**config.mk**
```make
export PLATFORM = sky130hd
export DESIGN_NAME = battery_soc_kalman_estimator
export DESIGN_NICKNAME = d
export VERILOG_FILES = /design/src/rtl/core/bskf_pkg.sv /design/src/rtl/core/bskf_div.sv /design/src/rtl/core/bskf_dp.sv /design/src/rtl/core/bskf_ctrl.sv /design/src/rtl/core/battery_soc_kalman_estimator.sv
export VERILOG_INCLUDE_DIRS = /design/src /design/src/rtl/core
export SDC_FILE = /design/constraint.sdc
export NUM_CORES = 2
export LEC_CHECK = 0
export BUFFER_PORTS_ARGS = -buffer_cell sky130_fd_sc_hd__buf_2
export CORE_UTILIZATION = 50
export DETAILED_ROUTE_END_ITERATION = 10
export PLACE_DENSITY = 0.66
export SLEW_MARGIN = 5
export SYNTH_ARGS = -nofsm -noshare
export SYNTH_HDL_FRONTEND = slang
export SYNTH_SLANG_ARGS = --single-unit
export TNS_END_PERCENT = 1
```
**constraint.sdc**
```tcl
create_clock -name clk -period 10.4 [get_ports clk]
set_input_delay 2.08 -clock clk [delete_from_list [all_inputs] [get_ports clk]]
set_output_delay 2.08 -clock clk [all_outputs]
set_load 0.02 [all_outputs]
```
**src/rtl/core/battery_soc_kalman_estimator_assert.svh**
```systemverilog
// Assertion macros used by the estimator datapath.
`ifndef BATTERY_SOC_KALMAN_ESTIMATOR_ASSERT_SVH
`define BATTERY_SOC_KALMAN_ESTIMATOR_ASSERT_SVH

// Same-cycle implication, disabled while reset is asserted.
`define BSKF_ASSERT_HOLDS(label, clk, rst_n, ante, cons) \
	label: assert property (@(posedge clk) disable iff (!rst_n) (ante) |-> (cons)) \
	else $error("bskf: same-cycle check failed");

// Next-cycle implication, disabled while reset is asserted.
`define BSKF_ASSERT_NEXT(label, clk, rst_n, ante, cons) \
	label: assert property (@(posedge clk) disable iff (!rst_n) (ante) |=> (cons)) \
	else $error("bskf: next-cycle check failed");

`endif

```
**src/rtl/core/bskf_pkg.sv**
```systemverilog
// Package with types, constants and codes of the battery charge estimator.
package bskf_pkg;

	localparam int FRAC_BITS_DEF = 16;

	localparam int CUR_W      = 20;
	localparam int VOLT_W     = 16;
	localparam int SOC_W      = 18;
	localparam int GAIN_W     = 17;
	localparam int COV_W      = 24;
	localparam int ISOC_W     = 17;
	localparam int STEP_W     = 16;
	localparam int CAP_W      = 20;
	localparam int MV_W       = 16;
	localparam int PROD_W     = 36;
	localparam int DEN_W      = 42;
	localparam int PPRED_W    = 25;
	localparam int SUM_W      = 26;
	localparam int CFG_IDX_W  = 4;
	localparam int CFG_DATA_W = 24;

	localparam logic [DEN_W-1:0] MS_PER_HOUR = DEN_W'(3600000);

	localparam logic [COV_W-1:0]  PN_RESET    = COV_W'(655);
	localparam logic [COV_W-1:0]  MN_RESET    = COV_W'(6554);
	localparam logic [ISOC_W-1:0] ISOC_RESET  = ISOC_W'(32768);
	localparam logic [COV_W-1:0]  ICOV_RESET  = COV_W'(6554);
	localparam logic [STEP_W-1:0] STEP_RESET  = STEP_W'(100);
	localparam logic [CAP_W-1:0]  CAP_RESET   = CAP_W'(10000);
	localparam logic [MV_W-1:0]   EMPTY_RESET = MV_W'(3600);
	localparam logic [MV_W-1:0]   FULL_RESET  = MV_W'(4200);

	typedef enum logic [CFG_IDX_W-1:0] {
		CFG_PROCESS_NOISE      = 4'd0,
		CFG_MEASUREMENT_NOISE  = 4'd1,
		CFG_INITIAL_SOC        = 4'd2,
		CFG_INITIAL_COVARIANCE = 4'd3,
		CFG_STEP_TIME_MS       = 4'd4,
		CFG_CAPACITY_MAH       = 4'd5,
		CFG_EMPTY_MV           = 4'd6,
		CFG_FULL_MV            = 4'd7
	} cfg_idx_t;

	typedef enum logic [3:0] {
		ST_IDLE, ST_PROD, ST_DDIV, ST_DWAIT, ST_PRED, ST_MDIV, ST_MWAIT,
		ST_GDIV, ST_GWAIT, ST_SMUL, ST_SWAIT, ST_PMUL, ST_PWAIT, ST_OUT
	} state_t;

	typedef enum logic [1:0] {
		DIV_DELTA, DIV_MEAS, DIV_GAIN
	} div_sel_t;

	typedef enum logic {
		MUL_SOC, MUL_COV
	} mul_sel_t;

	typedef struct packed {
		logic signed [CUR_W-1:0] current_ma;
		logic [VOLT_W-1:0]       voltage_mv;
	} in_t;

	typedef struct packed {
		logic signed [SOC_W-1:0] soc_estimate;
		logic [GAIN_W-1:0]       kalman_gain;
		logic [COV_W-1:0]        error_covariance;
	} out_t;

	typedef struct packed {
		logic     load;
		logic     prod;
		logic     div_start;
		div_sel_t div_sel;
		logic     take_delta;
		logic     pred;
		logic     take_meas;
		logic     take_gain;
		logic     mul_start;
		mul_sel_t mul_sel;
		logic     take_soc;
		logic     emit;
	} cmd_t;

	typedef struct packed {
		logic div_busy;
		logic mul_busy;
		logic meas_direct;
		logic sum_zero;
		logic out_full;
	} stat_t;

endpackage

```
**src/rtl/core/bskf_div.sv**
```systemverilog
// Restoring divider that produces one quotient bit per cycle.
module bskf_div
	import bskf_pkg::*;
#(
	parameter int NUM_W = PROD_W + FRAC_BITS_DEF,
	parameter int DIV_W = DEN_W,
	parameter int CNT_W = $clog2(NUM_W + 1)
) (
	input  logic             clk,
	input  logic             arst_n,
	input  logic             start,
	input  logic [NUM_W-1:0] num,
	input  logic [DIV_W-1:0] den,
	input  logic [CNT_W-1:0] count,
	output logic             busy,
	output logic [NUM_W-1:0] quo
);

	logic             busy_q;
	logic [CNT_W-1:0] cnt_q;
	logic [DIV_W-1:0] rem_q;
	logic [DIV_W-1:0] den_q;
	logic [NUM_W-1:0] quo_q;
	logic [DIV_W:0]   trial;
	logic [DIV_W:0]   trial_sub;
	logic             ge;

	always_comb begin
		trial     = {rem_q, quo_q[NUM_W-1]};
		trial_sub = trial - {1'b0, den_q};
		ge        = (trial >= {1'b0, den_q});
	end

	always_ff @(posedge clk or negedge arst_n) begin
		if (!arst_n) begin
			busy_q <= 1'b0;
			cnt_q  <= '0;
		end else if (start) begin
			busy_q <= (count != '0);
			cnt_q  <= count;
		end else if (busy_q) begin
			cnt_q <= cnt_q - CNT_W'(1);
			if (cnt_q == CNT_W'(1)) begin
				busy_q <= 1'b0;
			end
		end
	end

	always_ff @(posedge clk) begin
		if (start) begin
			rem_q <= '0;
			den_q <= den;
			quo_q <= num;
		end else if (busy_q) begin
			rem_q <= ge ? trial_sub[DIV_W-1:0] : trial[DIV_W-1:0];
			quo_q <= {quo_q[NUM_W-2:0], ge};
		end
	end

	assign busy = busy_q;
	assign quo  = quo_q;

endmodule

```
**src/rtl/core/bskf_dp.sv**
```systemverilog
// Datapath of the estimator: registers, state, shared divider and serial multiplier.
`include "battery_soc_kalman_estimator_assert.svh"

module bskf_dp
	import bskf_pkg::*;
#(
	parameter int FRAC_BITS = FRAC_BITS_DEF
) (
	input  logic                  clk,
	input  logic                  arst_n,
	input  cmd_t                  cmd,
	output stat_t                 stat,
	input  in_t                   in_data,
	input  logic                  cfg_valid,
	input  logic [CFG_IDX_W-1:0]  cfg_index,
	input  logic [CFG_DATA_W-1:0] cfg_data,
	output logic                  out_valid,
	input  logic                  out_stall,
	output out_t                  out_data
);

	localparam int DIVN     = PROD_W + FRAC_BITS;
	localparam int DCNT_W   = $clog2(DIVN + 1);
	localparam int MNUM_W   = MV_W + 1 + FRAC_BITS;
	localparam int GNUM_W   = SUM_W + FRAC_BITS;
	localparam int MEAS_PAD = DIVN - MNUM_W;
	localparam int GAIN_PAD = DIVN - GNUM_W;
	localparam int SPW      = DIVN + 2;
	localparam int DFW      = SPW + 1;
	localparam int PW       = DFW + FRAC_BITS + 1;
	localparam int RW       = PW - FRAC_BITS;
	localparam int SOCF     = SPW + 3;
	localparam int MCNT_W   = $clog2(FRAC_BITS + 2);

	localparam logic [FRAC_BITS:0] ONE_Q  = {1'b1, {FRAC_BITS{1'b0}}};
	localparam logic [PW-1:0]      HALF_Q = PW'(1) << (FRAC_BITS - 1);
	localparam logic signed [SOCF-1:0] SOC_MAX_X = SOCF'(131071);
	localparam logic signed [SOCF-1:0] SOC_MIN_X = SOCF'(-131072);
	localparam logic signed [SOC_W-1:0] SOC_MAX_V = SOC_W'(131071);
	localparam logic signed [SOC_W-1:0] SOC_MIN_V = SOC_W'(-131072);

	// Configuration registers and filter state.
	logic [COV_W-1:0]  pn_q, mn_q;
	logic [STEP_W-1:0] step_q;
	logic [CAP_W-1:0]  cap_q;
	logic [MV_W-1:0]   emv_q, fmv_q;
	logic signed [SOC_W-1:0] soc_state_q;
	logic [COV_W-1:0]  cov_state_q;

	// Per-item working registers.
	logic              neg_q;
	logic [CUR_W-1:0]  cmag_q;
	logic [VOLT_W-1:0] volt_q;
	logic [PROD_W-1:0] prod1_q;
	logic [DEN_W-1:0]  den_q;
	logic [PPRED_W-1:0] ppred_q;
	logic [SUM_W-1:0]  sum_q;
	logic signed [SPW-1:0] socp_q;
	logic [FRAC_BITS:0] meas_q;
	logic [FRAC_BITS:0] gain_q;
	logic              meas_direct_q;
	logic              sum_zero_q;
	logic              dneg_q;
	logic signed [SOC_W-1:0] socn_q;
	logic              out_valid_q;
	out_t              out_q;

	// Serial multiplier.
	logic              mul_busy_q;
	logic [MCNT_W-1:0] mcnt_q;
	logic [FRAC_BITS:0] ma_q;
	logic [PW-1:0]     mb_q;
	logic [PW-1:0]     acc_q;

	// Divider port.
	logic              div_busy;
	logic [DIVN-1:0]   div_quo;
	logic [DIVN-1:0]   div_num;
	logic [DEN_W-1:0]  div_den;
	logic [DCNT_W-1:0] div_cnt;

	logic [CUR_W-1:0]  cur_raw;
	logic [CAP_W-1:0]  cap_eff;
	logic [MV_W-1:0]   span;
	logic [MV_W-1:0]   vdiff;
	logic [MNUM_W-1:0] mnum;
	logic [GNUM_W-1:0] gnum;
	logic signed [DFW-1:0] diff;
	logic [DFW-1:0]    diff_mag;
	logic [RW-1:0]     rnd;
	logic signed [SOCF-1:0] soc_full;
	logic [COV_W-1:0]  cov_new;
	logic              out_full;

	always_comb begin
		cur_raw  = in_data.current_ma;
		cap_eff  = (cap_q == '0) ? CAP_W'(1) : cap_q;
		span     = fmv_q - emv_q;
		vdiff    = volt_q - emv_q;
		mnum     = {1'b0, vdiff, {FRAC_BITS{1'b0}}} + MNUM_W'(span >> 1);
		gnum     = {1'b0, ppred_q, {FRAC_BITS{1'b0}}} + GNUM_W'(sum_q >> 1);
		diff     = $signed(DFW'({1'b0, meas_q})) - $signed({socp_q[SPW-1], socp_q});
		diff_mag = diff[DFW-1] ? DFW'(-diff) : DFW'(diff);
		rnd      = RW'((acc_q + HALF_Q) >> FRAC_BITS);
		if (dneg_q) begin
			soc_full = $signed({{3{socp_q[SPW-1]}}, socp_q}) - $signed(SOCF'({1'b0, rnd}));
		end else begin
			soc_full = $signed({{3{socp_q[SPW-1]}}, socp_q}) + $signed(SOCF'({1'b0, rnd}));
		end
		cov_new  = (|rnd[RW-1:COV_W]) ? {COV_W{1'b1}} : rnd[COV_W-1:0];
		out_full = out_valid_q && out_stall;
	end

	always_comb begin
		unique case (cmd.div_sel)
			DIV_DELTA: begin
				div_num = {prod1_q, {FRAC_BITS{1'b0}}} + DIVN'(den_q >> 1);
				div_den = den_q;
				div_cnt = DCNT_W'(DIVN);
			end
			DIV_MEAS: begin
				div_num = {mnum, {MEAS_PAD{1'b0}}};
				div_den = DEN_W'(span);
				div_cnt = DCNT_W'(MNUM_W);
			end
			DIV_GAIN: begin
				div_num = {gnum, {GAIN_PAD{1'b0}}};
				div_den = DEN_W'(sum_q);
				div_cnt = DCNT_W'(GNUM_W);
			end
			default: begin
				div_num = '0;
				div_den = '0;
				div_cnt = '0;
			end
		endcase
	end

	bskf_div #(
		.NUM_W (DIVN),
		.DIV_W (DEN_W),
		.CNT_W (DCNT_W)
	) u_div (
		.clk    (clk),
		.arst_n (arst_n),
		.start  (cmd.div_start),
		.num    (div_num),
		.den    (div_den),
		.count  (div_cnt),
		.busy   (div_busy),
		.quo    (div_quo)
	);

	// Configuration, filter state and output handshake.
	always_ff @(posedge clk or negedge arst_n) begin
		if (!arst_n) begin
			pn_q        <= PN_RESET;
			mn_q        <= MN_RESET;
			step_q      <= STEP_RESET;
			cap_q       <= CAP_RESET;
			emv_q       <= EMPTY_RESET;
			fmv_q       <= FULL_RESET;
			soc_state_q <= SOC_W'(ISOC_RESET);
			cov_state_q <= ICOV_RESET;
			out_valid_q <= 1'b0;
		end else begin
			if (out_valid_q && !out_stall) begin
				out_valid_q <= 1'b0;
			end
			if (cmd.emit) begin
				out_valid_q <= 1'b1;
				soc_state_q <= socn_q;
				cov_state_q <= cov_new;
			end
			if (cfg_valid) begin
				unique case (cfg_idx_t'(cfg_index))
					CFG_PROCESS_NOISE:      pn_q <= cfg_data[COV_W-1:0];
					CFG_MEASUREMENT_NOISE:  mn_q <= cfg_data[COV_W-1:0];
					CFG_INITIAL_SOC:        soc_state_q <= SOC_W'(cfg_data[ISOC_W-1:0]);
					CFG_INITIAL_COVARIANCE: cov_state_q <= cfg_data[COV_W-1:0];
					CFG_STEP_TIME_MS:       step_q <= cfg_data[STEP_W-1:0];
					CFG_CAPACITY_MAH:       cap_q  <= cfg_data[CAP_W-1:0];
					CFG_EMPTY_MV:           emv_q  <= cfg_data[MV_W-1:0];
					CFG_FULL_MV:            fmv_q  <= cfg_data[MV_W-1:0];
					default: ;
				endcase
			end
		end
	end

	// Working registers of one item.
	always_ff @(posedge clk) begin
		if (cmd.load) begin
			neg_q  <= cur_raw[CUR_W-1];
			cmag_q <= cur_raw[CUR_W-1] ? (CUR_W'(0) - cur_raw) : cur_raw;
			volt_q <= in_data.voltage_mv;
		end
		if (cmd.prod) begin
			prod1_q <= PROD_W'(cmag_q) * PROD_W'(step_q);
			den_q   <= DEN_W'(cap_eff) * MS_PER_HOUR;
			ppred_q <= PPRED_W'(cov_state_q) + PPRED_W'(pn_q);
		end
		if (cmd.take_delta) begin
			if (neg_q) begin
				socp_q <= SPW'(soc_state_q) + $signed(SPW'(div_quo));
			end else begin
				socp_q <= SPW'(soc_state_q) - $signed(SPW'(div_quo));
			end
		end
		if (cmd.pred) begin
			sum_q      <= SUM_W'(ppred_q) + SUM_W'(mn_q);
			sum_zero_q <= (ppred_q == '0) && (mn_q == '0);
			gain_q     <= '0;
			if (fmv_q <= emv_q) begin
				meas_direct_q <= 1'b1;
				meas_q        <= (volt_q > emv_q) ? ONE_Q : '0;
			end else if (volt_q <= emv_q) begin
				meas_direct_q <= 1'b1;
				meas_q        <= '0;
			end else if (volt_q >= fmv_q) begin
				meas_direct_q <= 1'b1;
				meas_q        <= ONE_Q;
			end else begin
				meas_direct_q <= 1'b0;
			end
		end
		if (cmd.take_meas) begin
			meas_q <= div_quo[FRAC_BITS:0];
		end
		if (cmd.take_gain) begin
			gain_q <= div_quo[FRAC_BITS:0];
		end
		if (cmd.take_soc) begin
			if (soc_full > SOC_MAX_X) begin
				socn_q <= SOC_MAX_V;
			end else if (soc_full < SOC_MIN_X) begin
				socn_q <= SOC_MIN_V;
			end else begin
				socn_q <= soc_full[SOC_W-1:0];
			end
		end
		if (cmd.emit) begin
			out_q.soc_estimate     <= socn_q;
			out_q.kalman_gain      <= GAIN_W'(gain_q);
			out_q.error_covariance <= cov_new;
		end
	end

	// Shift-and-add multiplier, one multiplier bit per cycle.
	always_ff @(posedge clk or negedge arst_n) begin
		if (!arst_n) begin
			mul_busy_q <= 1'b0;
			mcnt_q     <= '0;
		end else if (cmd.mul_start) begin
			mul_busy_q <= 1'b1;
			mcnt_q     <= MCNT_W'(FRAC_BITS + 1);
		end else if (mul_busy_q) begin
			mcnt_q <= mcnt_q - MCNT_W'(1);
			if (mcnt_q == MCNT_W'(1)) begin
				mul_busy_q <= 1'b0;
			end
		end
	end

	always_ff @(posedge clk) begin
		if (cmd.mul_start) begin
			acc_q <= '0;
			if (cmd.mul_sel == MUL_SOC) begin
				ma_q   <= gain_q;
				mb_q   <= PW'(diff_mag);
				dneg_q <= diff[DFW-1];
			end else begin
				ma_q <= ONE_Q - gain_q;
				mb_q <= PW'(ppred_q);
			end
		end else if (mul_busy_q) begin
			if (ma_q[0]) begin
				acc_q <= acc_q + mb_q;
			end
			ma_q <= ma_q >> 1;
			mb_q <= mb_q << 1;
		end
	end

	always_comb begin
		stat.div_busy    = div_busy;
		stat.mul_busy    = mul_busy_q;
		stat.meas_direct = meas_direct_q;
		stat.sum_zero    = sum_zero_q;
		stat.out_full    = out_full;
	end

	assign out_valid = out_valid_q;
	assign out_data  = out_q;

	`BSKF_ASSERT_HOLDS(a_div_start_idle, clk, arst_n, cmd.div_start, !div_busy)
	`BSKF_ASSERT_HOLDS(a_mul_start_idle, clk, arst_n, cmd.mul_start, !(mul_busy_q || div_busy))
	`BSKF_ASSERT_NEXT(a_gain_in_range, clk, arst_n, cmd.take_gain, gain_q <= ONE_Q)
	`BSKF_ASSERT_HOLDS(a_emit_room, clk, arst_n, cmd.emit, !out_full)

endmodule

```
**src/rtl/core/bskf_ctrl.sv**
```systemverilog
// Controller state machine that sequences one estimator update.
module bskf_ctrl
	import bskf_pkg::*;
(
	input  logic  clk,
	input  logic  arst_n,
	input  logic  in_valid,
	output logic  in_stall,
	input  stat_t stat,
	output cmd_t  cmd
);

	state_t state_q, state_d;

	always_ff @(posedge clk or negedge arst_n) begin
		if (!arst_n) begin
			state_q <= ST_IDLE;
		end else begin
			state_q <= state_d;
		end
	end

	always_comb begin
		state_d  = state_q;
		cmd      = '0;
		cmd.div_sel = DIV_DELTA;
		cmd.mul_sel = MUL_SOC;
		in_stall = (state_q != ST_IDLE);
		unique case (state_q)
			ST_IDLE: begin
				if (in_valid) begin
					cmd.load = 1'b1;
					state_d  = ST_PROD;
				end
			end
			ST_PROD: begin
				cmd.prod = 1'b1;
				state_d  = ST_DDIV;
			end
			ST_DDIV: begin
				cmd.div_start = 1'b1;
				cmd.div_sel   = DIV_DELTA;
				state_d       = ST_DWAIT;
			end
			ST_DWAIT: begin
				if (!stat.div_busy) begin
					cmd.take_delta = 1'b1;
					state_d        = ST_PRED;
				end
			end
			ST_PRED: begin
				cmd.pred = 1'b1;
				state_d  = ST_MDIV;
			end
			ST_MDIV: begin
				cmd.div_sel = DIV_MEAS;
				if (stat.meas_direct) begin
					state_d = ST_GDIV;
				end else begin
					cmd.div_start = 1'b1;
					state_d       = ST_MWAIT;
				end
			end
			ST_MWAIT: begin
				if (!stat.div_busy) begin
					cmd.take_meas = 1'b1;
					state_d       = ST_GDIV;
				end
			end
			ST_GDIV: begin
				cmd.div_sel = DIV_GAIN;
				if (stat.sum_zero) begin
					state_d = ST_SMUL;
				end else begin
					cmd.div_start = 1'b1;
					state_d       = ST_GWAIT;
				end
			end
			ST_GWAIT: begin
				if (!stat.div_busy) begin
					cmd.take_gain = 1'b1;
					state_d       = ST_SMUL;
				end
			end
			ST_SMUL: begin
				cmd.mul_start = 1'b1;
				cmd.mul_sel   = MUL_SOC;
				state_d       = ST_SWAIT;
			end
			ST_SWAIT: begin
				if (!stat.mul_busy) begin
					cmd.take_soc = 1'b1;
					state_d      = ST_PMUL;
				end
			end
			ST_PMUL: begin
				cmd.mul_start = 1'b1;
				cmd.mul_sel   = MUL_COV;
				state_d       = ST_PWAIT;
			end
			ST_PWAIT: begin
				if (!stat.mul_busy) begin
					state_d = ST_OUT;
				end
			end
			ST_OUT: begin
				if (!stat.out_full) begin
					cmd.emit = 1'b1;
					state_d  = ST_IDLE;
				end
			end
			default: begin
				state_d = ST_IDLE;
			end
		endcase
	end

endmodule

```
**src/rtl/core/battery_soc_kalman_estimator.sv**
```systemverilog
// Top level of the scalar Kalman battery state-of-charge estimator.
//
// Each input transaction carries one current sample (mA, positive is discharge)
// and one voltage sample (mV). The block predicts the charge by coulomb counting,
// maps the voltage onto a measured charge, blends the two with the Kalman gain
// and returns one result transaction with the estimate, the gain and the updated
// error covariance. Input and output both use valid and stall; a transaction
// moves on a clock edge with valid high and stall low.
// The configuration channel takes one register write per cycle (ready is always
// high); the user must write it only while no update is in flight, which the
// block itself does not enforce. The charge, measurement and gain divisions run in
// turn on the one-bit-per-cycle divider, followed by two serial multiplies.
// The measurement division is skipped when the voltage is out of range or the
// thresholds are not ordered, and the gain division when its denominator is zero.
// No new input is taken while an update is in flight; the next item is accepted
// once the result has been written.
// A stalled result is held in the output register; a finished update waits for
// it to drain before its own result is written.
// Reset loads the register defaults and sets the estimate and covariance to the
// initial charge and covariance; writing those two registers reloads the state.
module battery_soc_kalman_estimator
	import bskf_pkg::*;
#(
	parameter int FRAC_BITS = FRAC_BITS_DEF
) (
	input  logic                  clk,
	input  logic                  arst_n,
	input  logic                  in_valid,
	output logic                  in_stall,
	input  in_t                   in_data,
	output logic                  out_valid,
	input  logic                  out_stall,
	output out_t                  out_data,
	input  logic                  cfg_valid,
	output logic                  cfg_ready,
	input  logic [CFG_IDX_W-1:0]  cfg_index,
	input  logic [CFG_DATA_W-1:0] cfg_data
);

	cmd_t  cmd;
	stat_t stat;

	// Configuration registers accept a write in any cycle.
	assign cfg_ready = 1'b1;

	bskf_ctrl u_ctrl (
		.clk      (clk),
		.arst_n   (arst_n),
		.in_valid (in_valid),
		.in_stall (in_stall),
		.stat     (stat),
		.cmd      (cmd)
	);

	bskf_dp #(
		.FRAC_BITS (FRAC_BITS)
	) u_dp (
		.clk       (clk),
		.arst_n    (arst_n),
		.cmd       (cmd),
		.stat      (stat),
		.in_data   (in_data),
		.cfg_valid (cfg_valid && cfg_ready),
		.cfg_index (cfg_index),
		.cfg_data  (cfg_data),
		.out_valid (out_valid),
		.out_stall (out_stall),
		.out_data  (out_data)
	);

endmodule
```
==> results by group <==
Min path
  – Worst min-delay path class: flop to flop
  – Hold Path Depth: 2
  – Hold Crit Endpoint: u_dp.acc_q[9]$_SDFFE_PN0P_
  – Hold Startpoint: u_dp.acc_q[9]$_SDFFE_PN0P_

STA
  – Final min period: 8.81 ns
  – Final Hold Viols: 0
  – # setup viols final: 0
  – Fmax: about 110 MHz
  – Slew headroom: around 18%
  – Setup TNS: 0 ns
  – Unrepaired setup endpoints after global routing: false
  – Final-report max-slew violation count: 0
  – Clock Skews: 0.0414 ns
  – Final Cycle Share: 84.7%
  – Least-Margin Pin Slew: 1.22 ns

Final layout
  – Share of layout cells above drive strength 1: 7.10%
  – Final core area utilization: between 50% and 60%
  – Final nets: 8,936
  – Syn-to-layout area delta: 7.64%
  – FILL cells: 13,000
  – Final non-filler cell total: about 10,000

Worst setup path
  – R2R Path End: u_dp.den_q[41]$_DFFE_PP_
  – CP arrival: 9.28 ns
  – Worst path max stage delay: 0.92 ns
  – Kind of end point of the critical path: flop
  – Startpoint class of the critical path: flop
  – Buf+Inv Stages, Crit Path: 6
  – Kind of critical path: flop to flop
  – CP Data Required Time: 10.87 ns
  – FF-to-FF path depth: 30
  – R2r setup slk: 1.59 ns
  – Reg-to-Reg Start: u_dp.cap_q[18]$_DFFE_PN0P_
  – Top delay family on crit path: compound AO/OA/AOI/OAI gates
  – CP most frequent cell: inv_1
  – Max stage delay cell, worst path: nor4_1
  – Maximum fanout count along the critical path: 7

Die
  – Die Y: 382 um
  – Die Wd: 382 um
  – Die Area: between 100,000 and 150,000 um2
  – Placeable Area: 144,000 um2
  – Top-level port count: 131
  – Starting Density: 50.4%
  – Site Rows: 139

Synthesis
  – Top FF cell, synth: edfxtp_1
  – Area leader, netlist: edfxtp_1
  – Top cells by area, synth: edfxtp_1, fa_1, ha_1, xnor2_1, dfrtp_1
  – Post-synth EDFFs: just over 500
  – Async set or reset register ratio after synthesis: between 20% and 30%
  – Seq/Total Area, Yosys: a little under a third
  – Synth cell types: 111
  – Cell count after synthesis: slightly below 8,000
  – Synth cell count leaders: nand2_1, inv_1, ha_1
  – Yosys Warn Count: 0
  – Post-synth top area share: 21.2%
  – Avg Synthesized Cell Area: 9.18 um2
  – Synth Cell Area: 72,300 um2
  – #FFs+latches synth: 800
  – Syn nets: 8,974
  – Most numerous cell in the Yosys netlist: nand2_1

Route
  – WL per Instance: 23.7 um
  – First-pass detailed-route iteration total: 7
  – DRC viols: 0
  – Post-route ant nets: 0
  – DRT iter0 DRCs: 5,360
  – Via count: 59,400
  – Drt via density: 6.04
  – Final wirelength: about 230,000 um

Clock network
  – Clock buffer count from CTS: 95
  – Worst-path clk slew: approximately 0.060 ns
  – Setup bufs post-CTS: 0
  – H-tree depth: 3
  – Worst skew pair latency: around 0.74 ns
  – Buffer depth of the longest clock path: 3
  – CTS tree: built
  – Clk sink count: 800
  – Cts-stage hold buffer count: 0
  – Root Buffer: clkbuf_16
  – Post-CTS sizing: 0

Global routing
  – Antenna violations before repair: 13
  – Total track usage: 31.6%
  – Number of global-route vias before repair: 58,200
  – First-pass GRT wire length: roughly 350,000 um
  – Remaining global-route overflow: 0
  – Largest net degree at the start of global routing: 94

Placement
  – Dpl hpwl: 185,000 um
  – Buffers on Ports: about 130
  – Post-placement cell count: 9,645
  – Gpl congestion: 1.01

Flow run
  – Max_cap viols: 0

Outcome
  – Outcome: finished, final reports clean
-- routing by layer --
layer	wire length (um)	vias to the layer above	part of all wire (%)	track usage, %
li1	-	27600	-	-
met1	93300	29000	40	40.0
met2	110000	2230	47	52.2
met3	16300	525	7.0	4.86
met4	14100	10	6.0	16.4
met5	57	-	0.024	0
-- stage by stage --
step           hold slack, ns  instance area [um2]  setup slack (ns)
4_1_cts                 0.464                77900              1.70
3_3_place_gp            0.443                74600              1.73
2_1_floorplan           0.426                72300              2.42
5_1_grt                 0.485                77900             0.884
6_report                0.468                77900              1.59
3_5_place_dp            0.455                74600              1.75
-- logic make-up (layout without fill, tap and decap cells) --
group                      count (synthesis)  in the layout  synth area share (%)
DFF                                      800            800                  30.5
xor gates and xnor gates                 670            670                  8.13
muxes                                    113            113                  1.69
buffers and inverters                   1011           1055                  5.34
AOI/OAI and AO/OA                       1852           1852                  16.2
other                                      1              6               0.00518
adders and majority gates               1028           1028                  22.1
and+or+nand+nor                         2402           2402                  16.0
-- worst reg2reg max path: cells and delay by family (launching register included) --
family                     cells  cell delay [ns]
buffers and inverters          6             0.62
and+or+nand+nor                4             1.59
AOI/OAI and AO/OA             11             3.00
xor gates and xnor gates       1             0.07
adders and majority gates      8             2.82
DFF                            1             0.44
-- flip-flops by register name, summed over array words and instances (netlist names), 18 cells and up --
register          count
u_dp.sum_q           26
u_dp.u_div.quo       52
u_dp.mb_q            72
u_dp.out_data        59
u_dp.soc_state_q     18
u_dp.prod1_q         36
u_dp.acc_q           72
u_dp.cov_state_q     24
u_dp.u_div.den_q     42
u_dp.cap_q           20
u_dp.socp_q          54
u_dp.u_div.rem_q     42
u_dp.pn_q            24
u_dp.mn_q            24
u_dp.socn_q          18
u_dp.ppred_q         25
u_dp.cmag_q          20
u_dp.den_q           35
-- cell type report --
| class | count | area, um2 | share of cell area (%) |
|---|---|---|---|
| antenna | 5 | 12.5 | 0.0161 |
| sequential | 800 | 22000 | 28.3 |
| multi-input combinational | 6066 | 46500 | 59.8 |
| clock buffer | 125 | 2590 | 3.33 |
| clock inverter | 54 | 633 | 0.813 |
| timing repair buffer | 183 | 1060 | 1.36 |
| tap | 1903 | 2380 | 3.06 |
| inverter | 693 | 2600 | 3.34 |
-- how the worst max path moves through the flow --
stage,startpoint,to,slack (ns),depth (start not counted)
3_5_place_dp,u_dp.cap_q[18]$_DFFE_PN0P_,u_dp.den_q[41]$_DFFE_PP_,1.75,30
4_1_cts,u_dp.cap_q[18]$_DFFE_PN0P_,u_dp.den_q[41]$_DFFE_PP_,1.70,30
3_3_place_gp,u_dp.cap_q[18]$_DFFE_PN0P_,u_dp.den_q[41]$_DFFE_PP_,1.73,30
6_report,u_dp.cap_q[18]$_DFFE_PN0P_,u_dp.den_q[41]$_DFFE_PP_,1.59,30
5_1_grt,u_dp.cap_q[18]$_DFFE_PN0P_,u_dp.den_q[41]$_DFFE_PP_,0.88,30
2_1_floorplan,u_ctrl.state_q[1]$_DFFE_PN0P_,u_dp.den_q[10]$_DFFE_PP_,2.42,4
-- cells in the final DEF (no fill, tap or decap), types with 138 or more instances in the layout --
| cell type | Yosys | final |
|---|---|---|
| dfrtp_1 | 139 | 138 |
| o21ai_0 | 436 | 436 |
| nand2_1 | 840 | 838 |
| xnor2_1 | 426 | 426 |
| xor2_1 | 242 | 242 |
| nand3_1 | 174 | 174 |
| nor3_1 | 158 | 154 |
| a21oi_1 | 535 | 535 |
| and2_1 | 209 | 208 |
| nor2_1 | 483 | 479 |
| fa_1 | 413 | 413 |
| ha_1 | 615 | 615 |
| inv_1 | 690 | 690 |
| edfxtp_1 | 510 | 510 |
| a21o_1 | 209 | 209 |
Power is left out: the tool's default activity adds up to more than one toggle a clock period on the data nets, which glitch-free logic cannot reach.
